==> src/design/fbrpd_pkg.sv <==
// ----------------------------------------------------------------------------
// fbrpd_pkg
// Shared types, code tables and lookup functions for the five-bit regroup
// prefix decoder.
// ----------------------------------------------------------------------------
`default_nettype none

package fbrpd_pkg;

	localparam int SYMBOLS = 32;
	localparam int BUF_W   = 12;
	localparam int CNT_W   = 4;
	localparam int SYM_W   = 5;
	localparam int CODE_W  = 8;
	localparam int NRES_W  = 3;
	localparam logic [NRES_W-1:0] MAX_CHARS = NRES_W'(4);

	typedef struct packed {
		logic [7:0] char_byte;
		logic       end_of_line;
		logic       char_present;
	} in_item_t;

	typedef struct packed {
		logic [7:0] out_char;
		logic       char_valid;
		logic       line_end;
		logic       last_of_run;
	} out_item_t;

	typedef struct packed {
		logic load;
		logic consume;
		logic clear;
		logic emit_char;
		logic emit_eol;
		logic last;
	} dp_cmd_t;

	typedef struct packed {
		logic hit;
		logic next_hit;
		logic out_busy;
	} dp_status_t;

	typedef struct packed {
		logic             hit;
		logic [SYM_W-1:0] sym;
		logic [CNT_W-1:0] len;
	} lookup_t;

	typedef struct packed {
		logic             found;
		logic [SYM_W-1:0] idx;
	} sym_idx_t;

	localparam logic [7:0] ALPHABET [SYMBOLS] = '{
		8'h41, 8'h42, 8'h43, 8'h44, 8'h45, 8'h46, 8'h47, 8'h48,
		8'h49, 8'h4A, 8'h4B, 8'h4C, 8'h4D, 8'h4E, 8'h4F, 8'h50,
		8'h51, 8'h52, 8'h53, 8'h54, 8'h55, 8'h56, 8'h57, 8'h58,
		8'h59, 8'h5A, 8'h20, 8'h2E, 8'h2C, 8'h2D, 8'h27, 8'h3F
	};

	localparam logic [CODE_W-1:0] PC_VALUE [SYMBOLS] = '{
		8'd37,  8'd154, 8'd5,   8'd1,   8'd6,   8'd9,   8'd155, 8'd16,
		8'd7,   8'd152, 8'd6,   8'd4,   8'd153, 8'd158, 8'd5,   8'd7,
		8'd159, 8'd8,   8'd6,   8'd7,   8'd156, 8'd157, 8'd2,   8'd146,
		8'd147, 8'd144, 8'd5,   8'd17,  8'd3,   8'd145, 8'd0,   8'd1
	};

	localparam logic [CNT_W-1:0] PC_LEN [SYMBOLS] = '{
		4'd6, 4'd8, 4'd4, 4'd4, 4'd3, 4'd5, 4'd8, 4'd6,
		4'd4, 4'd8, 4'd4, 4'd5, 4'd8, 4'd8, 4'd5, 4'd3,
		4'd8, 4'd4, 4'd5, 4'd5, 4'd8, 4'd8, 4'd6, 4'd8,
		4'd8, 4'd8, 4'd3, 4'd6, 4'd6, 4'd8, 4'd6, 4'd6
	};

	function automatic sym_idx_t symbol_index(input logic [7:0] ch);
		sym_idx_t r;
		r = '0;
		for (int i = 0; i < SYMBOLS; i++) begin
			if (!r.found && ALPHABET[i] == ch) begin
				r.found = 1'b1;
				r.idx   = SYM_W'(i);
			end
		end
		return r;
	endfunction

	// match the oldest pending bits against the code table
	function automatic lookup_t code_lookup(input logic [BUF_W-1:0] bits,
		input logic [CNT_W-1:0] cnt);
		lookup_t           r;
		logic [BUF_W-1:0]  al;
		logic [CODE_W-1:0] top;
		r   = '0;
		al  = bits << (CNT_W'(BUF_W) - cnt);
		top = al[BUF_W-1 -: CODE_W];
		for (int s = 0; s < SYMBOLS; s++) begin
			if (!r.hit && PC_LEN[s] <= cnt &&
				(top >> (CNT_W'(CODE_W) - PC_LEN[s])) == PC_VALUE[s]) begin
				r.hit = 1'b1;
				r.sym = SYM_W'(s);
				r.len = PC_LEN[s];
			end
		end
		return r;
	endfunction

endpackage

`default_nettype wire

==> src/design/fbrpd_stream_if.sv <==
// ----------------------------------------------------------------------------
// fbrpd_stream_if
// Valid/ready stream channel carrying one payload beat.
// ----------------------------------------------------------------------------
`default_nettype none

interface fbrpd_stream_if #(
	parameter type payload_t = logic
);
	logic     valid;
	logic     ready;
	payload_t payload;

	modport source (output valid, output payload, input ready);
	modport sink (input valid, input payload, output ready);
endinterface

`default_nettype wire

==> src/design/fbrpd_dpath.sv <==
// ----------------------------------------------------------------------------
// fbrpd_dpath
// Bit buffer, code lookup and output beat register.
// ----------------------------------------------------------------------------
`default_nettype none

module fbrpd_dpath
	import fbrpd_pkg::*;
(
	input  wire logic       clk,
	input  wire logic       arst_n,
	input  wire in_item_t   in_item,
	input  wire dp_cmd_t    cmd,
	output dp_status_t      status,
	output logic            out_valid,
	input  wire logic       out_ready,
	output out_item_t       out_item
);

	logic [BUF_W-1:0] buf_q;
	logic [CNT_W-1:0] cnt_q;
	out_item_t        out_q;
	logic             out_valid_q;

	lookup_t          lk;
	lookup_t          nx;
	sym_idx_t         si;
	logic [CNT_W-1:0] rem_cnt;
	logic [BUF_W:0]   rem_mask;
	logic [BUF_W-1:0] rem_buf;

	always_comb begin
		lk       = code_lookup(buf_q, cnt_q);
		rem_cnt  = cnt_q - lk.len;
		rem_mask = ((BUF_W+1)'(1) << rem_cnt) - (BUF_W+1)'(1);
		rem_buf  = buf_q & rem_mask[BUF_W-1:0];
		nx       = code_lookup(rem_buf, rem_cnt);
		si       = symbol_index(in_item.char_byte);
	end

	assign status.hit      = lk.hit;
	assign status.next_hit = nx.hit;
	assign status.out_busy = out_valid_q && !out_ready;

	always_ff @(posedge clk or negedge arst_n) begin
		if (!arst_n) begin
			buf_q <= '0;
			cnt_q <= '0;
		end else if (cmd.clear) begin
			buf_q <= '0;
			cnt_q <= '0;
		end else if (cmd.consume) begin
			buf_q <= rem_buf;
			cnt_q <= rem_cnt;
		end else if (cmd.load && in_item.char_present && si.found &&
			cnt_q <= CNT_W'(7)) begin
			buf_q <= {buf_q[BUF_W-SYM_W-1:0], si.idx};
			cnt_q <= cnt_q + CNT_W'(SYM_W);
		end
	end

	always_ff @(posedge clk or negedge arst_n) begin
		if (!arst_n) begin
			out_valid_q <= 1'b0;
		end else if (cmd.emit_char || cmd.emit_eol) begin
			out_valid_q <= 1'b1;
		end else if (out_ready) begin
			out_valid_q <= 1'b0;
		end
	end

	always_ff @(posedge clk) begin
		if (cmd.emit_char) begin
			out_q.out_char    <= ALPHABET[lk.sym];
			out_q.char_valid  <= 1'b1;
			out_q.line_end    <= 1'b0;
			out_q.last_of_run <= cmd.last;
		end else if (cmd.emit_eol) begin
			out_q.out_char    <= '0;
			out_q.char_valid  <= 1'b0;
			out_q.line_end    <= 1'b1;
			out_q.last_of_run <= cmd.last;
		end
	end

	assign out_valid = out_valid_q;
	assign out_item  = out_q;

endmodule

`default_nettype wire

==> src/design/fbrpd_ctrl.sv <==
// ----------------------------------------------------------------------------
// fbrpd_ctrl
// Sequencer: takes an item, then issues one beat per cycle, unless the output is held, until the run ends.
// ----------------------------------------------------------------------------
`default_nettype none

module fbrpd_ctrl
	import fbrpd_pkg::*;
(
	input  wire logic       clk,
	input  wire logic       arst_n,
	input  wire logic       in_valid,
	output logic            in_ready,
	input  wire logic       in_eol,
	input  wire logic       in_present,
	input  wire dp_status_t status,
	output dp_cmd_t         cmd
);

	typedef enum logic {
		S_IDLE,
		S_RUN
	} state_t;

	state_t            state_q;
	logic              eol_q;
	logic              present_q;
	logic [NRES_W-1:0] n_q;
	logic              can_char;
	logic              done;

	assign in_ready = (state_q == S_IDLE);
	assign can_char = present_q && status.hit && (n_q < MAX_CHARS);

	always_comb begin
		cmd  = '0;
		done = 1'b0;
		unique case (state_q)
			S_IDLE: begin
				cmd.load = in_valid;
			end
			S_RUN: begin
				if (!can_char && !eol_q) begin
					done = 1'b1;
				end else if (!status.out_busy) begin
					if (can_char) begin
						cmd.emit_char = 1'b1;
						cmd.consume   = 1'b1;
						cmd.last      = !eol_q &&
							!(status.next_hit && (n_q < MAX_CHARS - NRES_W'(1)));
						done          = cmd.last;
					end else begin
						cmd.emit_eol = 1'b1;
						cmd.clear    = 1'b1;
						cmd.last     = 1'b1;
						done         = 1'b1;
					end
				end
			end
			default: begin
				cmd = '0;
			end
		endcase
	end

	always_ff @(posedge clk or negedge arst_n) begin
		if (!arst_n) begin
			state_q   <= S_IDLE;
			eol_q     <= 1'b0;
			present_q <= 1'b0;
			n_q       <= '0;
		end else begin
			unique case (state_q)
				S_IDLE: begin
					if (in_valid) begin
						state_q   <= S_RUN;
						eol_q     <= in_eol;
						present_q <= in_present;
						n_q       <= '0;
					end
				end
				S_RUN: begin
					if (cmd.emit_char) begin
						n_q <= n_q + NRES_W'(1);
					end
					if (done) begin
						state_q <= S_IDLE;
					end
				end
				default: begin
					state_q <= S_IDLE;
				end
			endcase
		end
	end

endmodule

`default_nettype wire

==> src/design/five_bit_regroup_prefix_decoder_top.sv <==
// ----------------------------------------------------------------------------
// five_bit_regroup_prefix_decoder_top
// Regroups alphabet characters into 5-bit indexes and decodes the bit stream
// with a fixed 32-entry prefix code, one decoded character per beat.
// ----------------------------------------------------------------------------
// An input beat is taken while the sequencer is idle; its results then leave
// through the output register at one per cycle while the sink does not hold
// that register. An item causes 0 to 5 results: up to four characters and a
// line end. Each character emitted consumes its code from the bit buffer. The
// next input beat is taken while the last result of the previous item still
// waits in the output register.
// ----------------------------------------------------------------------------
`default_nettype none

module five_bit_regroup_prefix_decoder_top
	import fbrpd_pkg::*;
(
	input  wire logic clk,
	input  wire logic arst_n,
	fbrpd_stream_if.sink   in_ch,
	fbrpd_stream_if.source out_ch
);

	dp_cmd_t    cmd;
	dp_status_t status;
	in_item_t   in_item;
	out_item_t  out_item;

	assign in_item        = in_ch.payload;
	assign out_ch.payload = out_item;

	fbrpd_ctrl u_ctrl (
		.clk        (clk),
		.arst_n     (arst_n),
		.in_valid   (in_ch.valid),
		.in_ready   (in_ch.ready),
		.in_eol     (in_item.end_of_line),
		.in_present (in_item.char_present),
		.status     (status),
		.cmd        (cmd)
	);

	fbrpd_dpath u_dpath (
		.clk       (clk),
		.arst_n    (arst_n),
		.in_item   (in_item),
		.cmd       (cmd),
		.status    (status),
		.out_valid (out_ch.valid),
		.out_ready (out_ch.ready),
		.out_item  (out_item)
	);

endmodule

`default_nettype wire

==> src/flat_wrapper.sv <==
// flat-port wrapper written by rule: the top's interface ports become plain ports
module five_bit_regroup_prefix_decoder_top_flat import fbrpd_pkg::*;
  (clk, arst_n, in_ch_valid, in_ch_payload, in_ch_ready, out_ch_valid, out_ch_payload, out_ch_ready);
  fbrpd_stream_if #(.payload_t(in_item_t)) in_ch_i ();
  fbrpd_stream_if #(.payload_t(out_item_t)) out_ch_i ();
  input  wire logic clk;
  input  wire logic arst_n;
  input wire logic [$bits(in_ch_i.valid)-1:0] in_ch_valid;
  input wire logic [$bits(in_ch_i.payload)-1:0] in_ch_payload;
  output wire logic [$bits(in_ch_i.ready)-1:0] in_ch_ready;
  output wire logic [$bits(out_ch_i.valid)-1:0] out_ch_valid;
  output wire logic [$bits(out_ch_i.payload)-1:0] out_ch_payload;
  input wire logic [$bits(out_ch_i.ready)-1:0] out_ch_ready;
  assign in_ch_i.valid = in_ch_valid;
  assign in_ch_i.payload = in_ch_payload;
  assign in_ch_ready = in_ch_i.ready;
  assign out_ch_valid = out_ch_i.valid;
  assign out_ch_payload = out_ch_i.payload;
  assign out_ch_i.ready = out_ch_ready;
  five_bit_regroup_prefix_decoder_top u_core (.clk(clk), .arst_n(arst_n), .in_ch(in_ch_i), .out_ch(out_ch_i));
endmodule
==> config.mk <==
export PLATFORM = sky130hd
export DESIGN_NAME = five_bit_regroup_prefix_decoder_top_flat
export DESIGN_NICKNAME = d
export VERILOG_FILES = /design/src/design/fbrpd_pkg.sv /design/src/design/fbrpd_stream_if.sv /design/src/design/fbrpd_dpath.sv /design/src/design/fbrpd_ctrl.sv /design/src/design/five_bit_regroup_prefix_decoder_top.sv /design/src/flat_wrapper.sv
export SDC_FILE = /design/constraint.sdc
export NUM_CORES = 1
export LEC_CHECK = 0
export BUFFER_PORTS_ARGS = -buffer_cell sky130_fd_sc_hd__buf_2
export CAP_MARGIN = 20
export CORE_MARGIN = 10
export CORE_UTILIZATION = 64
export CTS_CLUSTER_DIAMETER = 60
export CTS_CLUSTER_SIZE = 10
export DETAILED_ROUTE_END_ITERATION = 10
export GPL_ROUTABILITY_DRIVEN = 0
export PLACE_DENSITY_LB_ADDON = 0.1
export SYNTH_ARGS = -nofsm -noshare
export SYNTH_HDL_FRONTEND = slang
export SYNTH_SLANG_ARGS = --single-unit
==> constraint.sdc <==
create_clock -name clk -period 9.5 [get_ports clk]
set_input_delay 0.95 -clock clk [delete_from_list [all_inputs] [get_ports clk]]
set_output_delay 0.95 -clock clk [all_outputs]
set_load 0.02 [all_outputs]
==> impl_metrics.json <==
{
  "run_status": "complete, no violations",
  "clock_power_share_pct": 15.0,
  "antenna_found_initial": 0,
  "netlist_area_um2": 5240,
  "dp_hpwl_um": 12100,
  "wl_um": 16700,
  "hold_class": "flip-flop to flip-flop",
  "pwr_density_cell_nw_per_um2": 166,
  "synth-edff-count": 8,
  "io_pins": 27,
  "startpoint_type": "flip-flop",
  "min_from": "u_core.u_dpath.out_item[2]",
  "crit_type": "flip-flop to flip-flop",
  "crit_top_cell": "nand2_1",
  "pwr-share-comb_pct": 66.1,
  "yosysTopAreaCell": "dfrtp_1",
  "async_reset_ff_share_pct": 69.7,
  "final_cells": 814,
  "synth_top_area_share_pct": 11.0,
  "critical-path-top-delay-family": "simple AND/OR/NAND/NOR gates",
  "start_util_pct": 66.8,
  "critPathCaptureType": "flip-flop",
  "grt_setup_unrepaired": "no",
  "fillers": 697,
  "min_delay_worst_endpoint": "u_core.u_dpath.out_item[2]",
  "tightest_slew_ns": 0.916,
  "ys_warn_count": 0,
  "setup_viol_count_final": 0,
  "antenna_cells": 0,
  "synthToLayoutAreaGrowth_pct": 3.96,
  "post_cts_buffers": 0,
  "netSwitchingPower_w": 0.000477,
  "hold_depth": 2,
  "die_h_um": 110,
  "yosysMostFrequentCell": "nand2_1",
  "ir_drop_mv": 0.130,
  "cts_sinks": 33,
  "drv_cap": 0,
  "max_clock_freq_mhz": 114,
  "seqPwrFrac_pct": 18.8,
  "critical_path_buf_inv_count": 3,
  "rr_endpoint": "u_core.u_dpath.out_item[0]",
  "dieArea_um2": 12200,
  "crit_path_max_incr_delay_ns": 0.53,
  "path_clk_slew_ns": 0.06,
  "core_area_um2": 7850,
  "internal-power_w": 0.000430,
  "clock-root-buffer": "clkbuf_8",
  "cts_tree": "done",
  "clockBufferDepth": 2,
  "p_leak_nw": 2.05,
  "seq_area_frac_synth_pct": 16.3,
  "die_x_um": 110,
  "synth_commonest_cells": "nand2_1, nor2_1, o21ai_0",
  "post-route-min-period_ns": 8.78,
  "h-tree-depth": 2,
  "postRouteAntennaNets": 0,
  "grt_pass1_wl_um": 27500,
  "yosysUniqueCellTypes": 88,
  "setup-tns-final_ns": 0,
  "globalRouteTotalUtil_pct": 25.4,
  "cpMaxStageDelayCell": "ha_2",
  "synth-seq-cells": 33,
  "reg2reg_from": "u_core.u_dpath.cnt_q[0]",
  "grt_pass1_vias": 5470,
  "drive_gt1_share_pct": 11.0,
  "postCtsHoldBufs": 0,
  "rr_worst_depth": 33,
  "dr.pass1.iters": 7,
  "num_rows": 32,
  "cp.depth": 33,
  "cp_max_fo": 23,
  "cp.required_ns": 9.52,
  "wl_per_cell_um": 20.5,
  "placed_area_um2": 5320,
  "finish.instance_area_um2": 5450,
  "drt_iter0_drc": 810,
  "place_inst": 806,
  "viasPerCell": 7.31,
  "clock_latency_ns": 0.28,
  "synth_area_leaders": "dfrtp_1, nand2_1, nor2_1",
  "portBuffers": 25,
  "routed-via-count": 5951,
  "slew_headroom_pct": 38.9,
  "hold_viol": 0,
  "yosys_most_used_dff": "dfrtp_1",
  "fin_skew_ns": 0.00543,
  "drc": 0,
  "grt_remaining_overflow": 0,
  "numCtsBuffers": 5,
  "finalNetCount": 743,
  "syn_area_per_cell_um2": 7.23,
  "min_period_over_period_pct": 92.4,
  "syn-num-nets": 757,
  "ctsResizeCount": 0,
  "arrival_ns": 8.79,
  "ff2ff_setup_slack_ns": 0.72,
  "grt_max_degree": 28,
  "slew_viol_final": 0,
  "swShare_pct": 52.6,
  "synth_cells": 725
}
## power by group through the flow
stage                     clock, W  sequential [W]  combinational, W
after floorplan                  0        0.000173          0.000438
after global placement           0        0.000172          0.000553
after detailed placement         0        0.000173          0.000566
after CTS                 0.000137        0.000170          0.000569
after global routing      0.000143        0.000172          0.000637
final                     0.000136        0.000171          0.000600
## layout by cell type, fill, tap and decap left out, types with 7 or more instances in the layout
master / netlist / layout
a21o_1: 11 / 11
dfrtp_1: 23 / 23
a22oi_1: 10 / 10
a31oi_1: 15 / 15
o22ai_1: 8 / 8
or3_1: 9 / 9
o21ai_0: 56 / 56
mux2_2: 10 / 10
nand2_1: 84 / 83
mux2i_1: 27 / 27
buf_2: 6 / 25
edfxtp_1: 8 / 8
and3_1: 11 / 11
nor2_1: 81 / 81
ha_1: 17 / 16
nor3_1: 27 / 27
buf_4: 3 / 8
a21oi_1: 40 / 40
a22o_1: 7 / 7
and2_1: 10 / 10
inv_1: 18 / 18
nand3_1: 35 / 35
nor2b_1: 10 / 10
nand2b_1: 12 / 12
xnor2_1: 7 / 7
## flip-flops by register name (all words and copies together), names as in the netlist
| name | cells |
|---|---|
| u_core.u_ctrl.present_q | 1 |
| u_core.u_ctrl.n_q | 3 |
| u_core.u_dpath.out_item | 10 |
| u_core.u_dpath.buf_q | 12 |
| u_core.u_ctrl.eol_q | 1 |
| u_core.u_dpath.out_valid | 1 |
| u_core.u_dpath.cnt_q | 4 |
| u_core.u_ctrl.state_q | 1 |
## per-stage QoR
| step | utilization (%) | setup slack (ns) | power [W] | hold slack (ns) |
|---|---|---|---|---|
| after floorplan | - | 1.77 | 0.000611 | 0.479 |
| after global placement | 67.7 | 1.05 | 0.000725 | 0.434 |
| after detailed placement | 67.7 | 0.541 | 0.000739 | 0.434 |
| after CTS | 69.2 | 0.548 | 0.000876 | 0.446 |
| after global routing | 69.4 | 0.0615 | 0.000952 | 0.487 |
| final | 69.4 | 0.725 | 0.000907 | 0.453 |
## metal layers
metal,track usage (%),wire [um]
met2,42.1,7790
met5,0,0
met4,10.1,726
met1,32.4,6580
met3,3.51,1560
## worst max-delay path by stage
stage	from	to	slack, ns
floorplan	u_core.u_dpath.cnt_q[0]	u_core.u_dpath.out_item[0]	1.77
global placement	u_core.u_dpath.cnt_q[0]	u_core.u_dpath.out_item[0]	1.05
detailed placement	u_core.u_dpath.cnt_q[0]	u_core.u_dpath.out_item[0]	0.54
CTS	u_core.u_dpath.cnt_q[0]	u_core.u_dpath.out_item[0]	0.55
global route	u_core.u_dpath.cnt_q[0]	u_core.u_dpath.out_item[0]	0.06
finish	u_core.u_dpath.cnt_q[0]	u_core.u_dpath.out_item[0]	0.72
## logic make-up (layout without fill, tap and decap cells)
kind of cell,after synthesis,after routing,share of synthesized area (%)
other,1,1,0.0716
buffers and inverters,74,61,6.09
AOI/OAI and AO/OA,227,227,30.2
xor gates and xnor gates,15,15,3.34
adders and majority gates,18,18,4.44
and+or+nand+nor,311,311,28.6
muxes,46,46,10.9
DFF,33,33,16.3
## area by class of cell
| cell class | count | area (um^2) | area share (%) |
|---|---|---|---|
| inverter | 20 | 75.1 | 1.38 |
| tap | 102 | 128 | 2.34 |
| clock inverter | 1 | 30.0 | 0.551 |
| clock buffer | 7 | 86.3 | 1.58 |
| timing repair buffer | 33 | 185 | 3.40 |
| multi-input combinational | 618 | 4090 | 75.0 |
| sequential | 33 | 856 | 15.7 |
## worst reg2reg max path: cells and delay by family (launching register included)
kind,cells,cell delay (ns)
XOR/XNOR,1,0.29
AND/OR/NAND/NOR,13,2.62
buffers and inverters,3,0.79
multiplexers,3,0.90
flip-flops,1,0.32
adder cells (fa/ha/maj),3,1.25
AO/OA/AOI/OAI,10,2.35
No activity file was read; power rests on OpenSTA's default activity.
